**src/gfbc_sermul.sv**
```systemverilog
// Shift-add multiplier: one multiplier bit per cycle, signed product.
// Standalone; used for scaling and the filter blend.
module gfbc_sermul #(
   parameter int AW = 24,
   parameter int BW = 10
) (
   input  logic clock,
   input  logic reset,
   input  logic start,
   input  logic signed [AW-1:0] a,
   input  logic [BW-1:0] b,
   output logic busy,
   output logic signed [AW+BW-1:0] prod
);
   localparam int CW = $clog2(BW + 1);
   logic signed [AW+BW-1:0] acc_ff, acc_in;
   logic signed [AW+BW-1:0] a_ff, a_in;
   logic [BW-1:0] b_ff, b_in;
   logic [CW-1:0] n_ff, n_in;

   // Add the shifted multiplicand for each set multiplier bit.
   always_comb begin
      acc_in = acc_ff;
      a_in = a_ff;
      b_in = b_ff;
      n_in = n_ff;
      if (start) begin
         acc_in = '0;
         a_in = (AW+BW)'(a);
         b_in = b;
         n_in = CW'(BW);
      end else if (n_ff != '0) begin
         if (b_ff[0]) begin
            acc_in = acc_ff + a_ff;
         end
         a_in = a_ff <<< 1;
         b_in = b_ff >> 1;
         n_in = n_ff - 1'b1;
      end
   end

   always_ff @(posedge clock) begin
      if (reset) begin
         n_ff <= '0;
      end else begin
         n_ff <= n_in;
      end
      acc_ff <= acc_in;
      a_ff <= a_in;
      b_ff <= b_in;
   end

   assign busy = (n_ff != '0);
   assign prod = acc_ff;
endmodule

```
**config.mk**
```make
export PLATFORM = sky130hd
export DESIGN_NAME = gfbc_sermul
export DESIGN_NICKNAME = d
export VERILOG_FILES = /design/src/gfbc_sermul.sv
export SDC_FILE = /design/constraint.sdc
export NUM_CORES = 1
export LEC_CHECK = 0
export BUFFER_PORTS_ARGS = -buffer_cell sky130_fd_sc_hd__buf_2
export CAP_MARGIN = 20
export CORE_UTILIZATION = 40
export CTS_BUF_LIST = sky130_fd_sc_hd__clkbuf_2 sky130_fd_sc_hd__clkbuf_4 sky130_fd_sc_hd__clkbuf_8
export CTS_CLUSTER_DIAMETER = 200
export DETAILED_ROUTE_END_ITERATION = 8
export RECOVER_POWER = 100
export SETUP_SLACK_MARGIN = 0.05
export SYNTH_ARGS = -nofsm -noshare
export SYNTH_HDL_FRONTEND = slang
export SYNTH_SLANG_ARGS = --single-unit
```
**constraint.sdc**
```tcl
create_clock -name clock -period 5.9 [get_ports clock]
set_clock_uncertainty 0.1 [all_clocks]
set_input_delay 0.885 -clock clock [delete_from_list [all_inputs] [get_ports clock]]
set_output_delay 0.885 -clock clock [all_outputs]
set_load 0.01 [all_outputs]
```
# Yosys cells after proc, flatten, opt, wreduce, memory -nomap -nowiden
# Cells that the tools add are included.
word_totals:
  reg_bits: 82
  word_cells: 17
  out_inout_bits: 35
  in_bits: 37
op_classes:
  n_mux: 6
  addsub: 2
  n_reduce_logical: 4
op_table:
  columns: ["cell", "n"]
  rows:
  - ["$mux W34", 2]
  - ["$add A34 B34 Y34", 1]
  - ["$mux W10", 2]
  - ["$mux W4", 2]
  - ["$reduce_bool A4 Y1", 1]
  - ["$sub A4 B1 Y4 const B", 1]
  - ["$reduce_and A2 Y1", 1]
  - ["$reduce_bool A2 Y1", 1]
  - ["$reduce_or A2 Y1", 1]

# Logic depth before layout (Yosys ltp)
logic_depth:
  depth_word: 3
  depth_mapped: 11
  depth_no_buf: 11

# Worst setup path before layout
# No wires, ideal clock.
synth_timing:
  kind: "input to register"
  startpoint: "input start"
  endpoint: "register a_ff[0], enable pin"
  path_stages: 4
  arrival_time_ns: 2.742
  setup_time_ns: 0.408
  slack_ns: 2.650
  path_buffers: 3
  required_time_ns: 5.392
  cell_sequence: "clkbuf_1 -> clkbuf_1 -> clkbuf_1 -> nand2b_1"
synth_via:
  elab_chain_len: 1
synth_lines:
  columns: ["element", "line_no", "text"]
  rows:
  - ["from (decl)", "9", "input logic start,"]
  - ["$reduce_bool A2 Y1 (no line)", null, null]
  - ["to (signal assigned)", "49", "a_ff <= a_in;"]
  - ["to (decl)", "17", "logic signed [AW+BW-1:0] a_ff, a_in;"]
# No other way between the ends.
# A chain may end at the register's enable or synchronous reset.

# Final worst setup path
layout_timing:
  startpoint: "input start"
  endpoint: "register a_ff[9], enable pin"
# The elaborated chain is that of the path after synthesis.

==> impl_metrics.py <==
metrics = {
    "run_status": {
        "status": "finished with violations",
        "violations": "max-capacitance violations, max-slew violations",
    },
    "floorplanning": {
        "num_io_pins": 72,
        "initial_utilization_pct": 41.8,
        "num_rows": 40,
        "core_region_area_um2": 12300,
        "die_width_um": 115,
        "fp.dieArea_um2": 13300,
        "die_height_um": 115,
    },
    "drt": {
        "finalWirelength_um": 12000,
        "routed-via-count": 4222,
        "first_iter_violations": 239,
        "post-route-drc-count": 0,
        "ant_nets": 0,
        "dr.pass1.iters": 4,
        "drt-wirelength-per-cell_um": 15.5,
        "route.detailed.vias_per_inst": 5.45,
    },
    "yosys": {
        "synth_top_family_by_area": "compound AO/OA/AOI/OAI gates",
        "yosysWarnings": 0,
        "synth_enable_flop_cells": 44,
        "simple_gate_area_share_of_the_yosys_netlist_pct": 17.1,
        "synth-adder-area-share_pct": 8.45,
        "syn-num-nets": 616,
        "ys.flop_type": "sky130_fd_sc_hd__edfxtp_1",
        "synth.top_cell.area_share_pct": 25.8,
        "synth_top_cell_by_area": "sky130_fd_sc_hd__edfxtp_1",
        "yosys.cell_types.count": 63,
        "ys_async_sr_fraction_pct": 0,
        "synth_seq_cells": 82,
        "ranking_of_synthesized_cells_by_instance_count": "sky130_fd_sc_hd__nand2_1, sky130_fd_sc_hd__a21oi_1, sky130_fd_sc_hd__edfxtp_1, sky130_fd_sc_hd__dfxtp_1, sky130_fd_sc_hd__ha_1",
        "xor_xnor_fraction_of_synth_area_pct": 2.73,
        "netlist_area_um2": 5120,
        "fraction_of_the_mapped_netlist_area_in_compound_gates_pct": 19.4,
        "synth.most_common_cell": "sky130_fd_sc_hd__nand2_1",
        "synthesis.instances": 545,
        "synth_mux_area_share_pct": 7.59,
        "synth_area_per_cell_um2": 9.40,
        "synth_top_cells_by_area": "sky130_fd_sc_hd__edfxtp_1, sky130_fd_sc_hd__dfxtp_1, sky130_fd_sc_hd__ha_1, sky130_fd_sc_hd__mux2_2, sky130_fd_sc_hd__a21oi_1",
        "ys_seq_area_share_pct": 40.6,
    },
    "global_routing": {
        "grt_first_pass_wirelength_um": 20000,
        "first_global_vias": 4041,
        "grt_usage_pct": 19.3,
        "grt_start_max_net_pins": 59,
        "grt_antenna_before_repair": 0,
        "gr-total-overflow": 0,
    },
    "clocking": {
        "cts.repair_timing.setup_buffer_count": 0,
        "cts_hold_repair.buffers": 0,
        "cts_htree_levels": 3,
        "number_of_resized_instances_in_the_post_cts_repair_step": 0,
        "cts_buffers": 9,
        "numClockSinks": 82,
        "tritoncts": "built",
        "cts_max_path_buffers": 2,
        "root_buffer": "sky130_fd_sc_hd__clkbuf_8",
        "clk_latency_ps": 370,
        "clock_slew_at_the_register_clock_pins_of_the_worst_setup_and_hold_paths_ps": 70,
    },
    "timing": {
        "timing_worst_slew_pin_value_ps": 2110,
        "period_minus_slack_ps": 3600,
        "final_hold_viol_count": 0,
        "grt_setup_unrepaired": "false",
        "fmax_ghz": 0.277,
        "final_period_utilization_pct": 61.1,
        "finalMaxSlewViolations": 50,
        "setup_viol": 0,
        "timing.slew.headroom_pct": -41.0,
        "final.setup.tns_ps": 0,
    },
    "critical_path": {
        "critical_path.startpoint_type": "primary input",
        "ff2ff_path_depth": 9,
        "timing.critical_path.cells": "clkbuf_1 -> nand2b_1 -> buf_12",
        "reg2reg_setup_slack_ps": 2840,
        "timing.critical_path.slowest_cell_delay_ps": 1480,
        "critPathSlowestCell": "sky130_fd_sc_hd__clkbuf_1",
        "critical_path_peak_fanout": 49,
        "critical_path.endpoint_type": "flop",
        "worst_r2r_endpoint": "prod[23]",
        "worstReg2RegStart": "a_ff[7]",
        "worstPathArrival_ps": 3570,
        "startpoint": "start",
        "crit_required_ps": 5860,
        "worst-setup-path-type": "primary input to flop",
        "critPathCapture": "a_ff[9]",
    },
    "place": {
        "place_congestion": 0.885,
        "place_area_um2": 5610,
        "buffer_ports.inserted": 71,
        "dp.final_hpwl_um": 8690,
    },
    "power_and_ir_drop": {
        "cellPowerDensity_nw_per_um2": 328,
        "vdd_ir_drop_max_uv": 183,
        "lkg_pwr_nw": 2.29,
    },
    "cells_and_area": {
        "nNetsFinal": 672,
        "synthToLayoutAreaGrowth_pct": 12.1,
        "drive_above_1_share_pct": 15.8,
        "layout.filler_cells": 1236,
        "antenna_cells": 0,
        "post-route-cell-area_um2": 5750,
    },
    "worst_hold_path": {
        "worstHoldPathType": "flop to flop",
    },
    "run": {
        "max_cap_violations": 1,
    },
}
sequential cells by signal (all words and copies together) (netlist names):
name,flops
n_ff,4
a_ff,34
b_ff,10
prod,34
placed cells by master (no fill, tap or decap), types with 4 or more instances in the layout:
cell and instances:
sky130_fd_sc_hd__a21oi_1 53, sky130_fd_sc_hd__o21ai_0 29, sky130_fd_sc_hd__nand4_1 8, sky130_fd_sc_hd__xor2_1 8
sky130_fd_sc_hd__o21a_1 9, sky130_fd_sc_hd__dfxtp_1 38, sky130_fd_sc_hd__ha_1 33, sky130_fd_sc_hd__clkbuf_1 36
sky130_fd_sc_hd__nand3_1 7, sky130_fd_sc_hd__xnor2_1 8, sky130_fd_sc_hd__a21o_1 9, sky130_fd_sc_hd__buf_2 35
sky130_fd_sc_hd__a21oi_2 5, sky130_fd_sc_hd__clkbuf_8 9, sky130_fd_sc_hd__nor4_1 4, sky130_fd_sc_hd__nand2_1 70
sky130_fd_sc_hd__nand2b_1 4, sky130_fd_sc_hd__nor2b_1 6, sky130_fd_sc_hd__a211oi_1 6, sky130_fd_sc_hd__a31oi_1 6
sky130_fd_sc_hd__o31ai_1 5, sky130_fd_sc_hd__nor2_1 25, sky130_fd_sc_hd__inv_1 21, sky130_fd_sc_hd__o21ai_1 5
sky130_fd_sc_hd__nor3b_1 4, sky130_fd_sc_hd__nor3_1 12, sky130_fd_sc_hd__mux2i_1 4, sky130_fd_sc_hd__edfxtp_1 44
sky130_fd_sc_hd__or3_1 4, sky130_fd_sc_hd__o21bai_1 4, sky130_fd_sc_hd__mux2_2 30, sky130_fd_sc_hd__nand3b_1 12
power by group:
part	switching, mW	leakage [nW]	total [mW]	internal, mW
Combinational	0.412	1.41	0.682	0.270
Clock	0.207	0.109	0.448	0.241
Sequential	0.0595	0.769	0.757	0.698
stage by stage:
stage                     setup slack, ps  utilization [%]  power [mW]  cells  hold WS, ps
after floorplan                      2650                -        1.28    545          374
after global placement               3060             45.6        1.45    757          360
after detailed placement             3070             45.7        1.46    758          363
after CTS                            3030             47.5        1.91    774          374
after global routing                 1900             46.9        2.02    774          401
final                                2300             46.9        1.89    774          378
layer usage:
metal	GRT usage, %	share of wire (%)	vias to the layer above
li1	-	-	2128
met2	27.8	42	106
met3	3.90	5.9	8
met5	0	0	-
met4	7.36	1.0	0
met1	28.1	51	1980
cell families after synthesis:
logic type	count (synthesis)
xor gates and xnor gates	16
and+or+nand+nor	174
AOI/OAI and AO/OA	153
muxes	35
DFF	82
buffers and inverters	51
adders and majority gates	34
critical path, delay by kind of cell:
family                 cells  cell delay, ps
buffers and inverters      2            1770
AND/OR/NAND/NOR            1             880
how the worst min path moves through the flow:
stage	startpoint	end	slack, ps	depth (start not counted)
after floorplan	n_ff[0]	n_ff[0]	370	1
after global placement	prod[0]	prod[0]	360	2
after CTS	prod[7]	prod[7]	370	2
after global routing	prod[7]	prod[7]	400	2
after detailed placement	prod[7]	prod[7]	360	2
final	prod[8]	prod[8]	380	2
cell type report:
class	count	area (µm²)	share of cell area [%]
multi-input cells	412	2810	48.9
flip-flops and latches	82	2080	36.2
repair buffers	75	353	6.14
well taps	168	210	3.66
clock buffers	10	131	2.29
clock inverters	6	82.6	1.44
inverters	21	78.8	1.37
Note: power is estimated with default switching activity, not from simulation.
