## src/gfbc_pkg.sv

```systemverilog
// Package for the gyro filter and bias calibration block.
// Holds the phase codes, register indexes, state machine type and widths.
package gfbc_pkg;
   localparam int RATE_W = 21;
   localparam int CSR_W = 24;
   localparam int CSR_IDX_W = 3;

   localparam logic [2:0] REG_RANGE = 3'd0;
   localparam logic [2:0] REG_ALPHA = 3'd1;
   localparam logic [2:0] REG_THRESH = 3'd2;
   localparam logic [2:0] REG_COUNT = 3'd3;
   localparam logic [2:0] REG_TIMEOUT = 3'd4;

   localparam logic [1:0] PHASE_IDLE = 2'd0;
   localparam logic [1:0] PHASE_RUN = 2'd1;
   localparam logic [1:0] PHASE_OK = 2'd2;
   localparam logic [1:0] PHASE_TIMEOUT = 2'd3;

   typedef enum logic [2:0] {
      ST_IDLE,
      ST_FILT,
      ST_TEST,
      ST_DIV,
      ST_OUT
   } state_type;
endpackage

```

## src/gfbc_serdiv.sv

```systemverilog
// Bit-serial restoring divider: one quotient bit per cycle.
// Depends on gfbc_pkg for nothing beyond house style; standalone.
module gfbc_serdiv
   import gfbc_pkg::*;
#(
   parameter int NW = 40,
   parameter int DW = 16
) (
   input  logic clock,
   input  logic reset,
   input  logic start,
   input  logic [NW-1:0] num,
   input  logic [DW-1:0] den,
   output logic busy,
   output logic [NW-1:0] quo
);
   localparam int CW = $clog2(NW + 1);
   logic [NW-1:0] q_ff, q_in;
   logic [DW:0] r_ff, r_in;
   logic [DW-1:0] d_ff, d_in;
   logic [CW-1:0] n_ff, n_in;
   logic [DW+1:0] trial;

   // One shift-subtract step per cycle while the counter runs.
   always_comb begin
      q_in = q_ff;
      r_in = r_ff;
      d_in = d_ff;
      n_in = n_ff;
      trial = '0;
      if (start) begin
         q_in = num;
         r_in = '0;
         d_in = den;
         n_in = CW'(NW);
      end else if (n_ff != '0) begin
         trial = {r_ff, q_ff[NW-1]} - {2'b00, d_ff};
         if (!trial[DW+1]) begin
            r_in = trial[DW:0];
            q_in = {q_ff[NW-2:0], 1'b1};
         end else begin
            r_in = {r_ff[DW-1:0], q_ff[NW-1]};
            q_in = {q_ff[NW-2:0], 1'b0};
         end
         n_in = n_ff - 1'b1;
      end
   end

   always_ff @(posedge clock) begin
      if (reset) begin
         n_ff <= '0;
      end else begin
         n_ff <= n_in;
      end
      q_ff <= q_in;
      r_ff <= r_in;
      d_ff <= d_in;
   end

   assign busy = (n_ff != '0);
   assign quo = q_ff;
endmodule

```

## config.mk

```make
export PLATFORM = sky130hd
export DESIGN_NAME = gfbc_serdiv
export DESIGN_NICKNAME = d
export VERILOG_FILES = /design/src/gfbc_pkg.sv /design/src/gfbc_serdiv.sv
export SDC_FILE = /design/constraint.sdc
export NUM_CORES = 1
export LEC_CHECK = 0
export BUFFER_PORTS_ARGS = -buffer_cell sky130_fd_sc_hd__buf_2
export CORE_MARGIN = 2
export CORE_UTILIZATION = 50
export CTS_BUF_LIST = sky130_fd_sc_hd__clkbuf_2
export DETAILED_ROUTE_END_ITERATION = 8
export GPL_ROUTABILITY_DRIVEN = 1
export PLACE_DENSITY = 0.75
export SYNTH_ARGS = -nofsm -noshare
export SYNTH_HDL_FRONTEND = slang
export SYNTH_SLANG_ARGS = --single-unit
```

## constraint.sdc

```tcl
create_clock -name clock -period 3.55 [get_ports clock]
set_input_delay 0.355 -clock clock [delete_from_list [all_inputs] [get_ports clock]]
set_output_delay 0.355 -clock clock [all_outputs]
set_load 0.005 [all_outputs]
```

==> Yosys cells after proc, flatten, opt, wreduce, memory -nomap -nowiden <==
Index checks and enable logic that the tools add are counted.
{ "classes": {"add_sub_neg": 2, "mul": 0, "n_div": 0, "order_cmp": 0, "eq_ne": 0, "n_shift": 0, "muxes": 6, "bitwise_logic": 0, "reduce_logical": 3} }
{ "op_table": {"columns": ["operator", "n"], "rows": [
  ["$mux 40", 2],
  ["$sub 18x16->18", 1],
  ["$mux 17", 1],
  ["$mux 6", 2],
  ["$reduce_bool 6->1", 1],
  ["$sub 6x1->6 const B", 1],
  ["$reduce_bool 2->1", 1],
  ["$reduce_or 2->1", 1],
  ["$mux 1", 1]
]} }
{ "totals": {"regBits": 79, "latch_bits": 0, "mem_bits_rw": 0, "rom_bits": 0, "inputBits": 59, "out_inout_bits": 41, "n_memories": 0} }

==> Longest topological paths before layout <==
Gate-level depths: netlist (run 1).
{ "depth": {"depth_word": 4, "ltp_mapped": 11} }

==> Least setup slack after synthesis (run 1) <==
No wires, ideal clock.
{ "synth_path": {"path_type": "flip-flop to flip-flop", "startpoint": "register n_ff[0]", "endpoint": "register q_ff[0] (netlist: quo[0]), enable pin", "arrival_ns": 2.238, "required_ns": 3.112, "path_slack_ns": 0.874, "path_stages_with_launch": 8, "path_buffers": 0, "synth_period_minus_slack_ns": 2.676, "cell_sequence": "dfxtp_1 inv_1 ha_1 or3b_2 nor3_2 inv_2 nor2_1 inv_1"} }
{ "synth_between": {"elab_chain_len": 2} }
{ "synth_rtl": {"columns": ["item", "line_no", "source"], "rows": [
  ["from (decl)", "gfbc_serdiv.sv:21", "logic [CW-1:0] n_ff, n_in;"],
  ["from (signal assigned)", "gfbc_serdiv.sv:53", "n_ff <= n_in;"],
  ["$reduce_bool 6->1", "gfbc_serdiv.sv:36", "end else if (n_ff != '0) begin"],
  ["$reduce_bool 2->1 (no line)", null, null],
  ["to (signal assigned)", "gfbc_serdiv.sv:55", "q_ff <= q_in;"],
  ["to (decl)", "gfbc_serdiv.sv:18", "logic [NW-1:0] q_ff, q_in;"]
]} }
Every way passes these cells.
A chain may end at the register's enable or synchronous reset.

==> Final worst setup path (run 1) <==
{ "layout_path": {"startpoint": "register d_ff[14]", "endpoint": "register r_ff[13]"} }
{ "layout_between": {"elab_chain_len": 2} }
{ "layout_rtl": {"columns": ["item", "line_no", "source"], "rows": [
  ["from (decl)", "gfbc_serdiv.sv:20", "logic [DW-1:0] d_ff, d_in;"],
  ["from (signal assigned)", "gfbc_serdiv.sv:57", "d_ff <= d_in;"],
  ["$sub 18x16->18", "gfbc_serdiv.sv:37", "trial = {r_ff, q_ff[NW-1]} - {2'b00, d_ff};"],
  ["$mux 17", "gfbc_serdiv.sv:38", "if (!trial[DW+1]) begin"],
  ["to (signal assigned)", "gfbc_serdiv.sv:56", "r_ff <= r_in;"],
  ["to (decl)", "gfbc_serdiv.sv:19", "logic [DW:0] r_ff, r_in;"]
]} }
Every way passes these cells.

==> impl_metrics.toml, run 1 <==
[route]
via_per_inst = 5.38
finalWirelength_mm = 8.51
post-route-drc-count = 0
ant_nets = 0
drtPass1Iterations = 5
vias = 3113
drt-initial-drc-count = 99
wl_per_cell_um = 14.7

[finish]
multi_input_area_sq_um = 1810
nNetsFinal = 546
area_delta_synth_final_pct = 21.2
final_common_cell = "buf_2"
layout_common_cells = "buf_2, edfxtp_1, mux2_2"
drive_above_1_share = 0.363
regArea_sq_um = 2140
fillers = 688
antenna_cells = 0

[clocking]
cts_buffer_depth = 2
htree_levels = 3
cts_made_buffers = 9
cts_root_buf = "clkbuf_2"
clock-sinks = 79
tritoncts = "built"
clkTransAtPathRegs_ps = 230
cts_resized = 0
ctsHoldBuffers = 16
postCtsSetupRepairBufs = 0
clk_latency_ps = 520

[setup_path]
cpLargestDelayFamily = "compound AO/OA/AOI/OAI gates"
critPathBufInv = 2
cp_cell_sequence = "inv_1 -> ha_1 -> a21o_1 -> a211o_1 -> a221o_1 -> a21oi_2 -> xnor2_2 -> buf_4 -> mux2_2 -> a22o_1"
ff2ff_setup_slack_ps = 710
worst_r2r_startpoint = "d_ff[14]$_DFFE_PP_"
arrival_ps = 3270
reg2reg_to = "r_ff[13]$_SDFFE_PP0P_"
start_kind = "flop"
critPathKind = "flop to flop"
reg2reg_depth = 10
path_max_fanout = 9
critPathCaptureType = "flop"
crit_required_ps = 3980
slowest_delay_ps = 400
crit_slowest_cell = "edfxtp_1"

[floorplan]
die_h_um = 94.5
ioPinCount = 100
std_cell_rows = 33
start_util = 0.506
die_x_um = 94.5
core_area_sq_um = 8090
dieArea_sq_um = 8940

[logic_synthesis]
yosys-top-cells-area = "edfxtp_1, mux2_2, dfxtp_1"
syn_inst = 350
ys_seq_area_frac = 0.523
ys_async_sr_fraction = 0
ys_types = 56
dominantRegCellSynth = "edfxtp_1"
synth_seq_cells = 79
netlist_area_sq_um = 4100
syn_nets = 427
syn_area_per_cell_sq_um = 11.7
ys_warn_count = 0
yosysTopAreaCell = "edfxtp_1"
synth_edf_count = 56
synth_top_area_frac = 0.410

[run_status]
outcome = "completed"

[timing]
worst_pin_slew_ps = 762
slew_headroom = 0.492
fin_setup_tns_ps = 0
min_period_ps = 2840
fin_skew_ps = 33.6
setup_viol = 0
finalHoldViolCount = 0
worst_slack_ps = 705
period_share = 0.801
drv_slew = 0
fmax_ghz = 0.352
rsz0062_at_grt = "no"

[global_routing]
grt-ovfl-total = 0
antenna_found_initial = 0
grt_pass1_vias = 2976
grt_max_degree = 41
gr-max-usage-layer = "met2"
grtUsageMet3 = 0.0511
grt_pass1_wl_mm = 13.7
use_met1 = 0.251
use_met2 = 0.322
grt_use_total = 0.195

[min_path]
hold_path_class = "input port to flop"
holdPathStages = 2
hold_path.startpoint = "reset"
min_to = "n_ff[3]$_SDFFE_PP0P_"

[placed_design]
hpwl_mm = 6.12
pre_cts_slack_ps = 727
place.gp.congestion = 0.909
io_buffers = 99

[power_and_ir_drop]
p_per_area_nw_per_um2 = 679
p_leak_nw = 2.15
vdd_drop_max_mv = 0.275

[job]
drv_cap = 0
==> worst register-to-register path, stage by stage (launching register included) <==
cell and delay [ps]:
edfxtp_1 400, inv_1 80, ha_1 280, a21o_1 240
a211o_1 290, a221o_1 270, a21oi_2 200, xnor2_2 230
buf_4 240, mux2_2 340, a22o_1 190
==> state kept, by name (all words and copies together), names as in the netlist <==
signal,cells
quo,40
d_ff,16
n_ff,6
r_ff,17
==> synth_stat cells, drive strengths merged (6+ instances only) <==
| library cell | n |
|---|---|
| inv | 24 |
| dfxtp | 23 |
| nand3 | 8 |
| nor2 | 26 |
| nor3 | 6 |
| mux2 | 41 |
| a21oi | 21 |
| o21ai | 11 |
| xnor2 | 9 |
| mux2i | 12 |
| buf | 10 |
| nand2 | 17 |
| a211oi | 10 |
| edfxtp | 56 |
| ha | 17 |
==> where the power goes <==
group          total, mW  leakage (nW)  switching, mW  internal (mW)
Combinational       1.60          1.33          0.831          0.772
Clock              0.413        0.0557          0.321         0.0926
Sequential          1.36         0.762          0.133           1.23
==> final cells by class <==
type / count / area share
Sequential cell: 79 / 0.431
Multi-Input combinational cell: 233 / 0.364
Timing Repair Buffer: 122 / 0.143
Tap cell: 105 / 0.0264
Inverter: 24 / 0.0181
Clock buffer: 10 / 0.0101
Clock inverter: 6 / 0.00755
==> logic make-up after synthesis <==
kind of cell    Yosys count  synth area share
simple gates             81             0.100
flops                    79             0.523
compound gates           67             0.111
mux                      53             0.142
buf+inv                  38            0.0378
fa+ha+maj                18            0.0568
xor+xnor                 14            0.0299
==> worst max path at each step <==
stage / start / to / slack, ps / cells past startpoint
after global routing: d_ff[14]$_DFFE_PP_ / r_ff[13]$_SDFFE_PP0P_ / 560 / 10
after CTS: d_ff[14]$_DFFE_PP_ / r_ff[13]$_SDFFE_PP0P_ / 710 / 10
after floorplan: n_ff[0]$_SDFFE_PP0P_ / quo[0]$_DFFE_PP_ / 870 / 7
after global placement: r_ff[11]$_SDFFE_PP0P_ / r_ff[13]$_SDFFE_PP0P_ / 800 / 9
after detailed placement: d_ff[14]$_DFFE_PP_ / r_ff[13]$_SDFFE_PP0P_ / 730 / 10
final: d_ff[14]$_DFFE_PP_ / r_ff[13]$_SDFFE_PP0P_ / 710 / 10
==> metrics by stage <==
step / instance area, sq um / utilization / hold WS, ps / cells / power [mW]
finish: 4970 / 0.614 / 42.1 / 579 / 3.37
global route: 4970 / 0.614 / 18.9 / 579 / 3.62
CTS: 4970 / 0.614 / 0.290 / 579 / 3.40
detailed placement: 4720 / 0.583 / 504 / 547 / 2.96
global placement: 4720 / 0.583 / 495 / 547 / 2.92
floorplan: 4100 / - / 424 / 350 / 2.56
==> metal layers <==
metal | wire length, um | vias to the layer above
li1 | - | 1547
met1 | 3770 | 1470
met2 | 4100 | 89
met3 | 560 | 7
met4 | 85 | 0
met5 | 0 | -
(Power assumes the default switching activity.)
==> run 2, diff against run 1 <==
PLACE_DENSITY = 0.78   (was 0.75)
clock period = 2.5 ns   (was 3.55 ns; I/O delays follow)
==> impl_metrics.toml, run 2 (synthesis gave the netlist of run 1 again) <==
[run_status]
outcome = "completed"

[finish]
final_common_cell = "buf_2"
area_delta_synth_final_pct = 43.1
layout_common_cells = "buf_2, edfxtp_1, dlygate4sd3_1"
fillers = 564
drive_above_1_share = 0.444
largest_register_ffs = 40
nNetsFinal = 610
regArea_sq_um = 2140
antenna_cells = 0
fin_area_sq_um = 5870
multi_input_area_sq_um = 2090

[global_routing]
grt_use_total = 0.229
grt_pass1_vias = 3318
grt-ovfl-total = 0
grt_max_degree = 67
antenna_found_initial = 0
grt_pass1_wl_mm = 15.9

[clocking]
clkTransAtPathRegs_ps = 240
cts_made_buffers = 9
cts_buffer_depth = 2
clock-sinks = 79
htree_levels = 3
clk_latency_ps = 540
tritoncts = "built"
cts_root_buf = "clkbuf_2"

[timing]
period_share = 0.986
slew_headroom = 0.662
worst_pin_slew_ps = 508
fmax_ghz = 0.406
finalHoldViolCount = 0
hold_ws_ps = 35.8
setup_viol = 0
drv_slew = 0
min_period_ps = 2460
rsz0062_at_grt = "yes"
fin_skew_ps = 45.5
worst_slack_ps = 35.5

[setup_path]
cpLargestDelayFamily = "compound AO/OA/AOI/OAI gates"
critPathKind = "flop to flop"
cp_cell_sequence = "inv_2 -> ha_4 -> and4_4 -> and2_4 -> a221o_1 -> a21oi_4 -> xnor2_4 -> buf_6 -> nand3_2 -> a311oi_2"
crit_required_ps = 2960
slowest_delay_ps = 440
path_max_fanout = 6
critPathCaptureType = "flop"
start_kind = "flop"
crit_slowest_cell = "edfxtp_1"
arrival_ps = 2930
critPathBufInv = 2

[route]
finalWirelength_mm = 10.7
ant_nets = 0
drtPass1Iterations = 4
via_per_inst = 5.35
drt-initial-drc-count = 163
wl_per_cell_um = 16.7
post-route-drc-count = 0
vias = 3438

[floorplan]
std_cell_rows = 33
die_h_um = 94.5
ioPinCount = 100
die_x_um = 94.5
core_area_sq_um = 8090
dieArea_sq_um = 8940
start_util = 0.506

[min_path]
hold_path_class = "input port to flop"

[power_and_ir_drop]
p_per_area_nw_per_um2 = 989
vdd_drop_max_mv = 0.428
p_leak_nw = 2.45

[placed_design]
io_buffers = 99
hpwl_mm = 6.45
pre_cts_slack_ps = -79.3
placed_cell_area_sq_um = 4880
place.gp.congestion = 0.869

[job]
drv_cap = 0
-- run 2: cell count changes in the layout (fill, tap and decap cells not counted), sizes merged --
cell,change
clkinvlp,+2
clkinv,-1
dlygate4sd3,+37
clkbuf,-1
buf,+27
-- run 2: final cells by class --
class,count,share of cell area
multi-input cells,233,0.356
inverters,24,0.0160
clock inverters,7,0.00938
clock buffers,9,0.00768
flip-flops and latches,79,0.366
well taps,105,0.0224
repair buffers,186,0.223
-- run 2: final timing paths --
check	slack [ps]	from	endpoint	depth (start not counted)
worst max-delay path	40	d_ff[12]$_DFFE_PP_	r_ff[12]$_SDFFE_PP0P_	10
worst min-delay path	40	num[19]	quo[19]$_DFFE_PP_	2
worst max register to register	40	d_ff[12]$_DFFE_PP_	r_ff[12]$_SDFFE_PP0P_	10
worst min register to register	540	n_ff[1]$_SDFFE_PP0P_	n_ff[1]$_SDFFE_PP0P_	2
-- run 2: repair_timing --
action                                 in CTS  in global routing
setup endpoints to repair                  10                 19
cloned                                      1                  0
pin swaps                                   5                 16
setup buffers                               4                  7
hold buffers                               47                  6
endpoints found under the hold margin      52                  6
resized for setup                           9                 39
-- run 2: metal layers --
metal  global-route usage  vias to the layer above  part of all wire
li1                     -                     1669                 -
met3               0.0583                       15             0.063
met5                    0                        -                 0
met1                0.293                     1643              0.41
met2                0.386                      111              0.52
met4               0.0676                        0             0.012
-- run 2: worst reg2reg max path, stage by stage, from the launching register on --
cell and delay (ps):
edfxtp_1 440, inv_2 90, ha_4 200, and4_4 180
and2_4 170, a221o_1 380, a21oi_4 210, xnor2_4 180
buf_6 190, nand3_2 70, a311oi_2 280
-- run 2: metrics by stage --
stage	cells	total power [mW]	util	TNS (ps)
final	643	5.80	0.725	0
after global routing	643	6.18	0.725	-509
after CTS	630	5.31	0.681	0
after detailed placement	562	4.44	0.603	-91.1
after global placement	562	4.38	0.603	-60.8
after floorplan	350	3.65	-	-310
-- run 2: where the power goes --
part,total (mW),switching [mW],internal (mW)
Sequential,1.99,0.244,1.74
Clock,0.641,0.502,0.139
Combinational,3.17,1.50,1.68
==> run 3, diff against run 2 <==
CORE_UTILIZATION = 45   (was 50)
PLACE_DENSITY = 0.72   (was 0.78)
RECOVER_POWER = 100   (was not set)
==> impl_metrics.toml, run 3 (synthesis gave the netlist of run 1 again) <==
[run_status]
outcome = "finished, violations left"
violations = "negative setup slack"

[finish]
final_common_cell = "buf_2"
nNetsFinal = 608
area_delta_synth_final_pct = 40.2
largest_register_ffs = 40
utilization = 0.656
layout_common_cells = "buf_2, edfxtp_1, dlygate4sd3_1"
antenna_cells = 0
drive_above_1_share = 0.396
fin_area_sq_um = 5750

[global_routing]
grt_pass1_vias = 3485
grt_max_degree = 36
grt_use_total = 0.206
grt-ovfl-total = 0
antenna_found_initial = 0
grt_pass1_wl_mm = 16.2

[route]
post-route-drc-count = 0
drt-initial-drc-count = 162
wl_per_cell_um = 16.1
via_per_inst = 5.34
finalWirelength_mm = 10.4
ant_nets = 0
drtPass1Iterations = 4
vias = 3439

[floorplan]
die_x_um = 99.4
ioPinCount = 100
core_area_sq_um = 8760
dieArea_sq_um = 9890
die_h_um = 99.4
std_cell_rows = 34
start_util = 0.468

[clocking]
cts_made_buffers = 9
cts_buffer_depth = 2
tritoncts = "built"
htree_levels = 3
cts_root_buf = "clkbuf_2"
clk_latency_ps = 550
clkTransAtPathRegs_ps = 260
clock-sinks = 79

[timing]
finalHoldViolCount = 0
fin_setup_tns_ps = -530
worst_slack_ps = -103
fin_skew_ps = 39.8
setup_viol = 15
period_share = 1.04
drv_slew = 0
fmax_ghz = 0.384
slew_headroom = 0.544
rsz0062_at_grt = "yes"
worst_pin_slew_ps = 684
min_period_ps = 2600
hold_ws_ps = 45.5

[setup_path]
critPathBufInv = 0
start_kind = "flop"
arrival_ps = 3090
worst_r2r_startpoint = "r_ff[13]$_SDFFE_PP0P_"
slowest_delay_ps = 480
cpLargestDelayFamily = "compound AO/OA/AOI/OAI gates"
cp_cell_sequence = "ha_4 -> a21o_1 -> a211o_1 -> a221o_1 -> a21oi_4 -> xnor2_4 -> mux2_2 -> a22o_1"
crit_required_ps = 2980
critPathCaptureType = "flop"
critPathKind = "flop to flop"
startpoint = "r_ff[13]$_SDFFE_PP0P_"
crit_slowest_cell = "dfxtp_1"
path_max_fanout = 5

[placed_design]
pre_cts_slack_ps = -65.8
hpwl_mm = 6.52
io_buffers = 99
place.gp.congestion = 0.867
placed_cell_area_sq_um = 4900

[job]
drv_cap = 0

[min_path]
hold_path_class = "input port to flop"
hold_path.startpoint = "num[39]"

[power_and_ir_drop]
vdd_drop_max_mv = 0.521
p_per_area_nw_per_um2 = 997
p_leak_nw = 2.46
-- run 3: cell types whose count changed in the layout (fill, tap and decap cells not counted), moves of 2 or more --
cell | previous run | this run
clkinv_4 | 1 | 3
ha_1 | 6 | 15
a31oi_1 | 2 | 4
buf_12 | 1 | 3
o21ai_0 | 8 | 6
dlygate4sd3_1 | 53 | 56
ha_4 | 10 | 2
buf_4 | 29 | 20
clkinvlp_4 | 4 | 2
clkbuf_16 | 0 | 2
a21oi_1 | 16 | 18
o21ai_1 | 2 | 5
a31oi_2 | 2 | 0
-- run 3: repair_timing --
action	4_1_cts	5_1_grt
buffers inserted	2	3
hold buffers	56	0
gates resized for setup	3	21
pin swaps	3	14
hold endpoints to repair	61	0
setup endpoints to repair	7	18
gates cloned	0	3
-- run 3: worst register-to-register path, delay by kind of cell, from the launching register on --
kind | cells | cell delay, ps
AO/OA/AOI/OAI | 5 | 1220
XOR/XNOR | 1 | 220
multiplexers | 1 | 390
flip-flops | 1 | 480
adder cells (fa/ha/maj) | 1 | 240
-- run 3: stage by stage --
step	std cells	power, mW
global placement	564	4.38
detailed placement	564	4.45
CTS	638	5.20
finish	644	5.73
floorplan	350	3.65
global route	644	6.09
-- run 3: per-layer routing --
layer	GRT usage	vias to the layer above	part of all wire	routed length, um
li1	-	1673	-	-
met1	0.260	1616	0.42	4390
met2	0.341	121	0.50	5140
met3	0.0457	29	0.053	554
met4	0.0875	0	0.028	293
met5	0	-	0	0
-- run 3: power by group --
group / switching, mW / internal, mW / total [mW]
logic: 1.45 / 1.68 / 3.13
registers: 0.218 / 1.74 / 1.96
clock network: 0.498 / 0.144 / 0.643
-- run 3: worst paths after layout --
| kind | endpoint | slack [ps] | cells after the start |
|---|---|---|---|
| hold / removal | quo[39]$_DFFE_PP_ | 50 | 2 |
| hold reg to reg | r_ff[4]$_SDFFE_PP0P_ | 530 | 2 |
| setup reg to reg | r_ff[13]$_SDFFE_PP0P_ | -100 | 8 |
| setup / recovery | r_ff[13]$_SDFFE_PP0P_ | -100 | 8 |
-- run 3: area by class of cell --
class | instances | area (sq um)
clock buffer | 9 | 45.0
fill | 640 | 3020
clock inverter | 7 | 57.6
multi-input combinational | 233 | 1910
tap | 108 | 135
inverter | 24 | 93.8
timing repair buffer | 184 | 1360
sequential | 79 | 2140
